`src/rtl/core/tdpt_pkg.sv`:
```
// Types, constants and the control store for the trial-division prime tester.
// Used by trial_division_prime_test_top and tdpt_checker; no dependencies.
`timescale 1ns / 1ps
`default_nettype none

package tdpt_pkg;

    localparam int VALUE_WIDTH = 16;
    localparam int SQ_WIDTH    = VALUE_WIDTH + 1;
    localparam int BIT_WIDTH   = $clog2(VALUE_WIDTH);
    localparam int UPC_WIDTH   = 3;

    typedef enum logic [1:0] {
        STATUS_COMPOSITE = 2'd0,
        STATUS_PRIME     = 2'd1,
        STATUS_INVALID   = 2'd2
    } t_status;

    typedef struct packed {
        logic [VALUE_WIDTH-1:0] candidate;
        logic                   range_last;
    } t_in_item;

    typedef struct packed {
        logic [VALUE_WIDTH-1:0] tested_value;
        t_status                status;
        logic                   last;
    } t_out_item;

    // branch conditions tested by a control word
    typedef enum logic [2:0] {
        C_IN_VALID,
        C_N_ZERO,
        C_N_ONE,
        C_SQ_GT_N,
        C_BIT_LAST,
        C_REM_ZERO,
        C_OUT_FREE
    } t_cond;

    // datapath operations
    typedef enum logic [3:0] {
        OP_NONE,
        OP_LOAD,
        OP_SET_INVALID,
        OP_SET_COMP,
        OP_SET_PRIME,
        OP_INIT_DIV,
        OP_DIV_STEP,
        OP_NEXT_D,
        OP_EMIT
    } t_op;

    typedef logic [UPC_WIDTH-1:0] t_upc;

    typedef struct packed {
        logic  in_ready;
        t_cond cond;
        t_op   op_t;   // op when the condition holds
        t_op   op_f;   // op otherwise
        t_upc  jt;
        t_upc  jf;
    } t_uword;

    localparam t_upc UPC_WAIT = 3'd0;
    localparam t_upc UPC_ZERO = 3'd1;
    localparam t_upc UPC_ONE  = 3'd2;
    localparam t_upc UPC_TEST = 3'd3;
    localparam t_upc UPC_DIV  = 3'd4;
    localparam t_upc UPC_REM  = 3'd5;
    localparam t_upc UPC_OUT  = 3'd6;

    function automatic t_uword uprog(input t_upc pc);
        t_uword w;
        unique case (pc)
            UPC_WAIT: w = '{1'b1, C_IN_VALID, OP_LOAD,        OP_NONE,     UPC_ZERO, UPC_WAIT};
            UPC_ZERO: w = '{1'b0, C_N_ZERO,   OP_SET_INVALID, OP_NONE,     UPC_OUT,  UPC_ONE};
            UPC_ONE:  w = '{1'b0, C_N_ONE,    OP_SET_COMP,    OP_NONE,     UPC_OUT,  UPC_TEST};
            UPC_TEST: w = '{1'b0, C_SQ_GT_N,  OP_SET_PRIME,   OP_INIT_DIV, UPC_OUT,  UPC_DIV};
            UPC_DIV:  w = '{1'b0, C_BIT_LAST, OP_DIV_STEP,    OP_DIV_STEP, UPC_REM,  UPC_DIV};
            UPC_REM:  w = '{1'b0, C_REM_ZERO, OP_SET_COMP,    OP_NEXT_D,   UPC_OUT,  UPC_TEST};
            UPC_OUT:  w = '{1'b0, C_OUT_FREE, OP_EMIT,        OP_NONE,     UPC_WAIT, UPC_OUT};
            default:  w = '{1'b0, C_IN_VALID, OP_NONE,        OP_NONE,     UPC_WAIT, UPC_WAIT};
        endcase
        return w;
    endfunction

endpackage

`default_nettype wire

```
`src/rtl/core/trial_division_prime_test_top.sv`:
```
// Divisors from 2 up to floor(sqrt(n)) are tried by trial division.
// Throughput: one item at a time; the bit-serial remainder unit works one quotient bit per
//   cycle. The result register frees the input side while it waits.
// Reset: synchronous, active low; clears the step counter and the result valid.
// Top level: microcoded trial-division prime tester. Depends on tdpt_pkg.
`timescale 1ns / 1ps
`default_nettype none

module trial_division_prime_test_top (
    input  wire logic                i_clk,
    input  wire logic                i_rst_n,
    input  wire logic                i_in_valid,
    output logic                     o_in_ready,
    input  wire tdpt_pkg::t_in_item  i_in,
    output logic                     o_out_valid,
    input  wire logic                i_out_ready,
    output tdpt_pkg::t_out_item      o_out
);
    import tdpt_pkg::*;

    t_upc                   r_pc,     n_pc;
    logic [VALUE_WIDTH-1:0] r_n,      n_n;
    logic                   r_last,   n_last;
    logic [VALUE_WIDTH-1:0] r_d,      n_d;
    logic [SQ_WIDTH-1:0]    r_sq,     n_sq;     // r_d squared
    logic [VALUE_WIDTH-1:0] r_rem,    n_rem;
    logic [BIT_WIDTH-1:0]   r_bit,    n_bit;
    t_status                r_status, n_status;
    logic                   r_out_valid, n_out_valid;
    t_out_item              r_out,    n_out;

    t_uword                 w;
    logic                   cond_hit;
    t_op                    op;
    logic                   out_free;
    logic [VALUE_WIDTH:0]   shifted;
    logic                   ge;

    assign w        = uprog(r_pc);
    assign out_free = !r_out_valid || i_out_ready;
    assign shifted  = {r_rem, r_n[r_bit]};
    assign ge       = shifted >= {1'b0, r_d};

    always_comb begin
        unique case (w.cond)
            C_IN_VALID: cond_hit = i_in_valid;
            C_N_ZERO:   cond_hit = (r_n == '0);
            C_N_ONE:    cond_hit = (r_n == VALUE_WIDTH'(1));
            C_SQ_GT_N:  cond_hit = (r_sq > {1'b0, r_n});
            C_BIT_LAST: cond_hit = (r_bit == '0);
            C_REM_ZERO: cond_hit = (r_rem == '0);
            C_OUT_FREE: cond_hit = out_free;
            default:    cond_hit = 1'b0;
        endcase
    end

    assign op = cond_hit ? w.op_t : w.op_f;

    always_comb begin
        n_pc        = cond_hit ? w.jt : w.jf;
        n_n         = r_n;
        n_last      = r_last;
        n_d         = r_d;
        n_sq        = r_sq;
        n_rem       = r_rem;
        n_bit       = r_bit;
        n_status    = r_status;
        n_out       = r_out;
        n_out_valid = r_out_valid && !i_out_ready;
        unique case (op)
            OP_NONE: begin
            end
            OP_LOAD: begin
                n_n    = i_in.candidate;
                n_last = i_in.range_last;
                n_d    = VALUE_WIDTH'(2);
                n_sq   = SQ_WIDTH'(4);
            end
            OP_SET_INVALID: n_status = STATUS_INVALID;
            OP_SET_COMP:    n_status = STATUS_COMPOSITE;
            OP_SET_PRIME:   n_status = STATUS_PRIME;
            OP_INIT_DIV: begin
                n_rem = '0;
                n_bit = BIT_WIDTH'(VALUE_WIDTH - 1);
            end
            OP_DIV_STEP: begin
                // restoring step: shift in next dividend bit, subtract if it fits
                n_rem = ge ? VALUE_WIDTH'(shifted - {1'b0, r_d}) : shifted[VALUE_WIDTH-1:0];
                n_bit = r_bit - 1'b1;
            end
            OP_NEXT_D: begin
                // (d+1)^2 = d^2 + 2d + 1
                n_d  = r_d + 1'b1;
                n_sq = r_sq + {r_d, 1'b1};
            end
            OP_EMIT: begin
                n_out       = '{tested_value: r_n, status: r_status, last: r_last};
                n_out_valid = 1'b1;
            end
            default: begin
            end
        endcase
    end

    always_ff @(posedge i_clk) begin
        if (!i_rst_n) begin
            r_pc        <= UPC_WAIT;
            r_out_valid <= 1'b0;
        end else begin
            r_pc        <= n_pc;
            r_out_valid <= n_out_valid;
        end
        r_n      <= n_n;
        r_last   <= n_last;
        r_d      <= n_d;
        r_sq     <= n_sq;
        r_rem    <= n_rem;
        r_bit    <= n_bit;
        r_status <= n_status;
        r_out    <= n_out;
    end

    assign o_in_ready  = w.in_ready;
    assign o_out_valid = r_out_valid;
    assign o_out       = r_out;

endmodule

`default_nettype wire

```
`config.mk`:
```
export PLATFORM = sky130hd
export DESIGN_NAME = trial_division_prime_test_top
export DESIGN_NICKNAME = d
export VERILOG_FILES = /design/src/rtl/core/tdpt_pkg.sv /design/src/rtl/core/trial_division_prime_test_top.sv
export SDC_FILE = /design/constraint.sdc
export NUM_CORES = 1
export LEC_CHECK = 0
export BUFFER_PORTS_ARGS = -buffer_cell sky130_fd_sc_hd__buf_2
export CORE_UTILIZATION = 61
export CTS_CLUSTER_SIZE = 10
export DETAILED_ROUTE_END_ITERATION = 12
export GPL_ROUTABILITY_DRIVEN = 1
export PLACE_DENSITY = 0.79
export SYNTH_ARGS = -nofsm -noshare
export SYNTH_HDL_FRONTEND = slang
export SYNTH_SLANG_ARGS = --single-unit
```
`constraint.sdc`:
```
create_clock -name i_clk -period 4.3 [get_ports i_clk]
set_input_delay 0.43 -clock i_clk [delete_from_list [all_inputs] [get_ports i_clk]]
set_output_delay 0.43 -clock i_clk [all_outputs]
set_load 0.02 [all_outputs]
```
==> flow_metrics.py, run 1 <==
metrics = {
    "critical_path": {
        "setup.worst_path.class": "reg2reg",
        "crit_required_ns": 4.41,
        "crit_fanout": 7,
        "cp-start-kind": "flop",
        "endpoint_kind": "flop",
        "critical_path_arrival_ns": 3.86,
    },
    "clock_tree": {
        "cts_setup_buffers": 0,
        "postCtsResizedCells": 0,
        "ctsHoldBuffers": 0,
        "clock_path_buffers": 2,
        "clk-insertion-delay-late_ns": 0.38,
        "cts_tree": "yes",
        "clk_pin_slew_ns": 0.10,
        "clock_sinks": 95,
        "cts_buffers": 9,
        "cts_root_buf": "clkbuf_8",
        "htreeDepth": 3,
    },
    "outcome": {
        "status": "complete, no violations",
    },
    "layout": {
        "mostFrequentLayoutCells": "edfxtp_1 (91), nor2_1 (58), ha_1 (49), inv_1 (48), buf_2 (41)",
        "fin_util_pct": 69.5,
        "layout_commonest_cell": "edfxtp_1",
        "fill_cells": 711,
        "area.growth.synth_to_final_pct": 8.71,
        "layout-drive-gt1-share_pct": 14.8,
        "design_area_um2": 6510,
        "n_antenna_cell": 0,
        "fin_nets": 670,
    },
    "global_routing": {
        "grt_antenna_before_repair": 0,
        "grt_max_degree": 34,
        "grt_pass1_wl_um": 21700,
        "grt_util_all_layers_pct": 27.9,
        "grt_overflow": 0,
        "grt_pass1_vias": 4561,
    },
    "synthesis": {
        "synth_seq_cells": 95,
        "synth.area.top_cells": "edfxtp_1 (46%), ha_1 (10%), nor2_1 (3.6%)",
        "synth_ff_type": "edfxtp_1",
        "ys_types": 70,
        "synthArstFlopShare_pct": 0,
        "synth_top_area_share_pct": 45.6,
        "synth_largest_area_cell": "edfxtp_1",
        "synth_edf_count": 91,
        "synth_area_um2": 5990,
        "synthCells": 553,
        "seq_area_frac_synth_pct": 47.0,
        "avgSynthCellArea_um2": 10.8,
        "synth_warnings": 0,
        "synth_fp_nets": 625,
    },
    "power_and_ir_drop": {
        "power.density_nw_per_um2": 508,
        "peakVddDrop_v": 0.000343,
        "leakage_nw": 2.56,
    },
    "drt": {
        "wire_per_inst_um": 18.2,
        "drtIter0Drc": 310,
        "routed-via-count": 4522,
        "ant_nets": 0,
        "routed_wirelength_um": 13300,
        "vias_per_cell": 6.18,
        "route.detailed.drc": 0,
        "dr.pass1.iters": 5,
    },
    "die": {
        "row_count": 35,
        "start_util_pct": 63.9,
        "ios": 42,
        "die_width_um": 101,
        "core_um2": 9370,
        "dieArea_um2": 10200,
        "fp.dieH_um": 101,
    },
    "place": {
        "hpwl_um": 9910,
        "portBuffers": 41,
        "place_area_um2": 6330,
        "gp_congestion": 0.877,
        "dpl_worst_slack_ns": 0.591,
    },
    "timing": {
        "grt_setup_unrepaired": "false",
        "hold_violations": 0,
        "clock_skew_ns": 0.0137,
        "setup_viol_count_final": 0,
        "period_share_pct": 87.1,
        "period_minus_slack_ns": 3.75,
        "max_slew_margin_pct": 54.8,
        "final_max_slew_viol_count": 0,
        "worstMarginPinSlew_ns": 0.678,
        "clock.fmax_ghz": 0.267,
        "setup_ws_ns": 0.554,
        "final.setup.tns_ns": 0,
    },
    "hold_path": {
        "hold_path.class": "in2reg",
    },
    "run": {
        "cap_violations": 0,
    },
}
[final cells by class]
cell class | instances | area (um2) | share of cell area (%)
Clock inverter | 6 | 53.8 | 0.826
Multi-Input combinational cell | 398 | 2940 | 45.1
Tap cell | 129 | 161 | 2.48
Timing Repair Buffer | 45 | 235 | 3.61
Clock buffer | 10 | 128 | 1.96
Inverter | 49 | 184 | 2.82
Sequential cell | 95 | 2810 | 43.2
[cell families (layout without fill, tap and decap cells)]
group | after synthesis | after routing | share of synthesized area (%)
mux | 14 | 14 | 3.41
compound gates | 125 | 125 | 15.1
buf+inv | 60 | 110 | 4.09
simple gates | 175 | 175 | 14.7
fa+ha+maj | 51 | 51 | 10.9
flops | 95 | 95 | 47.0
xor+xnor | 33 | 33 | 4.83
[through the flow]
step | total power, mW | hold slack (ns) | std cells
floorplan | 2.41 | 0.400 | 553
global placement | 2.66 | 0.412 | 716
detailed placement | 2.73 | 0.412 | 716
CTS | 3.30 | 0.206 | 732
global route | 3.51 | 0.204 | 732
finish | 3.31 | 0.222 | 732
[per-layer routing]
metal  up-vias  wire length (um)  track usage [%]
met3        24               724             5.06
li1       2136                 -                -
met2       169              6710             49.9
met1      2193              5610             33.1
met4         0               252             11.3
met5         -                 0                0
[worst paths after layout]
path / start / to / slack, ns / cells after the start
max: r_bit[0] / r_rem[14] / 0.55 / 12
max reg2reg: r_bit[0] / r_rem[14] / 0.55 / 12
min: i_in[11] / r_n[10] / 0.22 / 1
min reg2reg: r_last / o_out[0] / 0.43 / 0
[synth_stat cells (3+ instances only)]
| master | instances |
|---|---|
| edfxtp_1 | 91 |
| nor2_1 | 58 |
| ha_1 | 49 |
| inv_1 | 48 |
| nand2_1 | 28 |
| a21oi_1 | 22 |
| o21ai_0 | 22 |
| xnor2_1 | 21 |
| nor3_1 | 15 |
| nand3_1 | 14 |
| o21a_1 | 12 |
| xor2_1 | 12 |
| a21o_1 | 10 |
| nor2b_1 | 10 |
| nor4_1 | 10 |
| mux2i_1 | 8 |
| a211oi_1 | 7 |
| buf_2 | 7 |
| nand2b_1 | 6 |
| o21ai_1 | 6 |
| mux4_2 | 5 |
| nand4_1 | 5 |
| a211oi_2 | 4 |
| and3_1 | 4 |
| dfxtp_1 | 4 |
| o22ai_1 | 4 |
| a21boi_0 | 3 |
| a31oi_1 | 3 |
| and2_1 | 3 |
| and4_1 | 3 |
| o211ai_1 | 3 |
| o21bai_1 | 3 |
| or2_2 | 3 |
[sequential cells by signal, indices dropped and copies added, names as in the netlist]
register / cells
r_pc: 3
r_d: 16
r_rem: 16
r_last: 1
r_bit: 4
o_out: 19
r_status: 2
r_n: 16
r_sq: 17
o_out_valid: 1
[critical path, cell delays in order, from the launching register on]
cell and delay [ns]:
edfxtp_1 0.56, mux4_2 0.54, mux4_2 0.54, inv_1 0.09, ha_1 0.17, fa_1 0.22
nor2b_1 0.08, o31a_1 0.27, o211ai_2 0.20, a21oi_1 0.16, a311oi_1 0.36, xor2_1 0.19
o22ai_1 0.10
[power breakdown]
group / switching [mW] / internal [mW] / total (mW)
Clock: 0.347 / 0.221 / 0.567
Sequential: 0.164 / 1.22 / 1.38
Combinational: 0.805 / 0.555 / 1.36
No activity file was read; power rests on OpenSTA's default activity.
==> run 2, diff against run 1 <==
==> constraint.sdc (replaced) <==
create_clock -name i_clk -period 4.3 [get_ports i_clk]
set_input_delay 0.43 -clock i_clk [delete_from_list [all_inputs] [get_ports i_clk]]
set_output_delay 0.43 -clock i_clk [all_outputs]
set_load 0.1 [all_outputs]
==> run 2 against run 1 <==
Net effect: clock skew decreased by 0.0022 ns; global-route usage decreased by 0.37 points; sequential share of layout area decreased by 0.13 points; flip-flop and latch count unchanged; count of clock-buffer cells in the layout unchanged; worst hold slack got worse by 0.0055 ns.
==> flow_metrics.py, run 2 (synthesis gave the netlist of run 1 again) <==
metrics = {
    "place": {
        "gp_congestion": 0.892,
        "dpl_worst_slack_ns": 0.559,
        "hpwl_um": 9760,
        "portBuffers": 41,
    },
    "critical_path": {
        "crit_family": "multiplexers",
        "crit_required_ns": 4.41,
        "critPathBufInv": 1,
        "worst_path_max_delay_cell": "edfxtp_1",
        "worst_path_largest_cell_delay_ns": 0.56,
        "endpoint_kind": "flop",
        "setup.worst_path.class": "reg2reg",
        "reg2reg_slack_ns": 0.53,
        "cp-start-kind": "flop",
        "worst_r2r_endpoint": "r_rem[14]",
        "crit_path_cell_trace": "mux4_2 > mux4_2 > inv_1 > ha_1 > fa_1 > nor2b_1 > o31a_1 > o211ai_2 > a21oi_1 > a311oi_1 > xor2_1 > o22ai_1",
        "crit_fanout": 7,
        "rr_worst_depth": 12,
        "critical_path_arrival_ns": 3.88,
        "cp_common_cell": "mux4_2",
        "r2r_start": "r_bit[0]",
    },
    "timing": {
        "final.setup.tns_ns": 0,
        "clock_skew_ns": 0.0115,
        "setup_viol_count_final": 0,
        "period_minus_slack_ns": 3.77,
        "final_max_slew_viol_count": 0,
        "grt_setup_unrepaired": "false",
        "setup_ws_ns": 0.528,
        "hold_violations": 0,
        "period_share_pct": 87.7,
        "worstMarginPinSlew_ns": 0.693,
        "clock.fmax_ghz": 0.265,
        "max_slew_margin_pct": 53.7,
    },
    "drt": {
        "drtIter0Drc": 350,
        "ant_nets": 0,
        "route.detailed.drc": 0,
        "wire_per_inst_um": 17.8,
        "routed-via-count": 4505,
        "vias_per_cell": 6.15,
        "routed_wirelength_um": 13000,
        "dr.pass1.iters": 5,
    },
    "die": {
        "start_util_pct": 63.9,
        "fp.dieH_um": 101,
        "row_count": 35,
        "die_width_um": 101,
        "ios": 42,
        "dieArea_um2": 10200,
        "core_um2": 9370,
    },
    "clock_tree": {
        "htreeDepth": 3,
        "ctsHoldBuffers": 0,
        "clock_path_buffers": 2,
        "cts_buffers": 9,
        "cts_setup_buffers": 0,
        "postCtsResizedCells": 0,
        "cts_tree": "yes",
        "cts_root_buf": "clkbuf_8",
        "clk_pin_slew_ns": 0.10,
        "clock_sinks": 95,
        "clk-insertion-delay-late_ns": 0.39,
    },
    "global_routing": {
        "grt_pass1_wl_um": 21100,
        "grt_max_degree": 34,
        "grt_pass1_vias": 4362,
        "grt_antenna_before_repair": 0,
        "grt_util_all_layers_pct": 27.6,
        "grt_overflow": 0,
    },
    "power_and_ir_drop": {
        "leakage_nw": 2.57,
        "finalPower_mw": 3.40,
        "peakVddDrop_v": 0.000340,
        "power.density_nw_per_um2": 520,
    },
    "layout": {
        "multiInputGateArea_um2": 2940,
        "n_antenna_cell": 0,
        "fill_cells": 708,
        "area.growth.synth_to_final_pct": 9.05,
        "final-seq-area_um2": 2810,
        "layout-drive-gt1-share_pct": 14.9,
        "mostFrequentLayoutCells": "edfxtp_1 (91), nor2_1 (58), ha_1 (49), inv_1 (48), buf_2 (41)",
        "fin_nets": 670,
        "largest_reg_flops": 19,
        "layout_commonest_cell": "edfxtp_1",
    },
    "outcome": {
        "status": "complete, no violations",
    },
    "hold_path": {
        "min_from": "i_in[3]",
        "hold_depth": 1,
        "min_to": "r_n[2]",
        "hold_path.class": "in2reg",
    },
    "run": {
        "cap_violations": 0,
    },
}
-- run 2: per-layer routing --
| metal | global-route usage, % | wire length, um |
|---|---|---|
| met1 | 32.0 | 5260 |
| met4 | 12.4 | 412 |
| met5 | 0 | 0 |
| met2 | 49.1 | 6520 |
| met3 | 5.48 | 849 |
-- run 2: stage by stage --
step	cell area [um2]	utilization (%)	hold WS (ns)	instances
2_1_floorplan	5990	-	0.400	553
3_3_place_gp	6330	67.6	0.414	716
3_5_place_dp	6330	67.6	0.412	716
4_1_cts	6530	69.7	0.204	732
5_1_grt	6530	69.7	0.200	732
6_report	6530	69.7	0.216	732
-- run 2: layout make-up --
class,instances,area share [%]
Tap cell,129,2.47
Sequential cell,95,43.1
Clock inverter,6,1.05
Timing Repair Buffer,45,3.60
Multi-Input combinational cell,398,45.0
Inverter,49,2.82
Clock buffer,10,1.95
-- run 2: report_power, final --
part           leakage [nW]  switching (mW)  internal, mW  total [mW]
clock                0.0973           0.333         0.273       0.606
sequential            0.879           0.164          1.22        1.38
combinational          1.60           0.852         0.556        1.41
-- run 2: worst max-delay path by stage --
stage                            to  cells after the start  slack (ns)  startpoint
after CTS                 r_rem[14]                     12        0.55    r_bit[0]
after global routing      r_rem[14]                     12        0.36    r_bit[0]
after global placement    r_rem[14]                     12        0.69    r_bit[0]
final                     r_rem[14]                     12        0.53    r_bit[0]
after floorplan              r_d[0]                      6        0.83     r_pc[1]
after detailed placement  r_rem[14]                     12        0.56    r_bit[0]
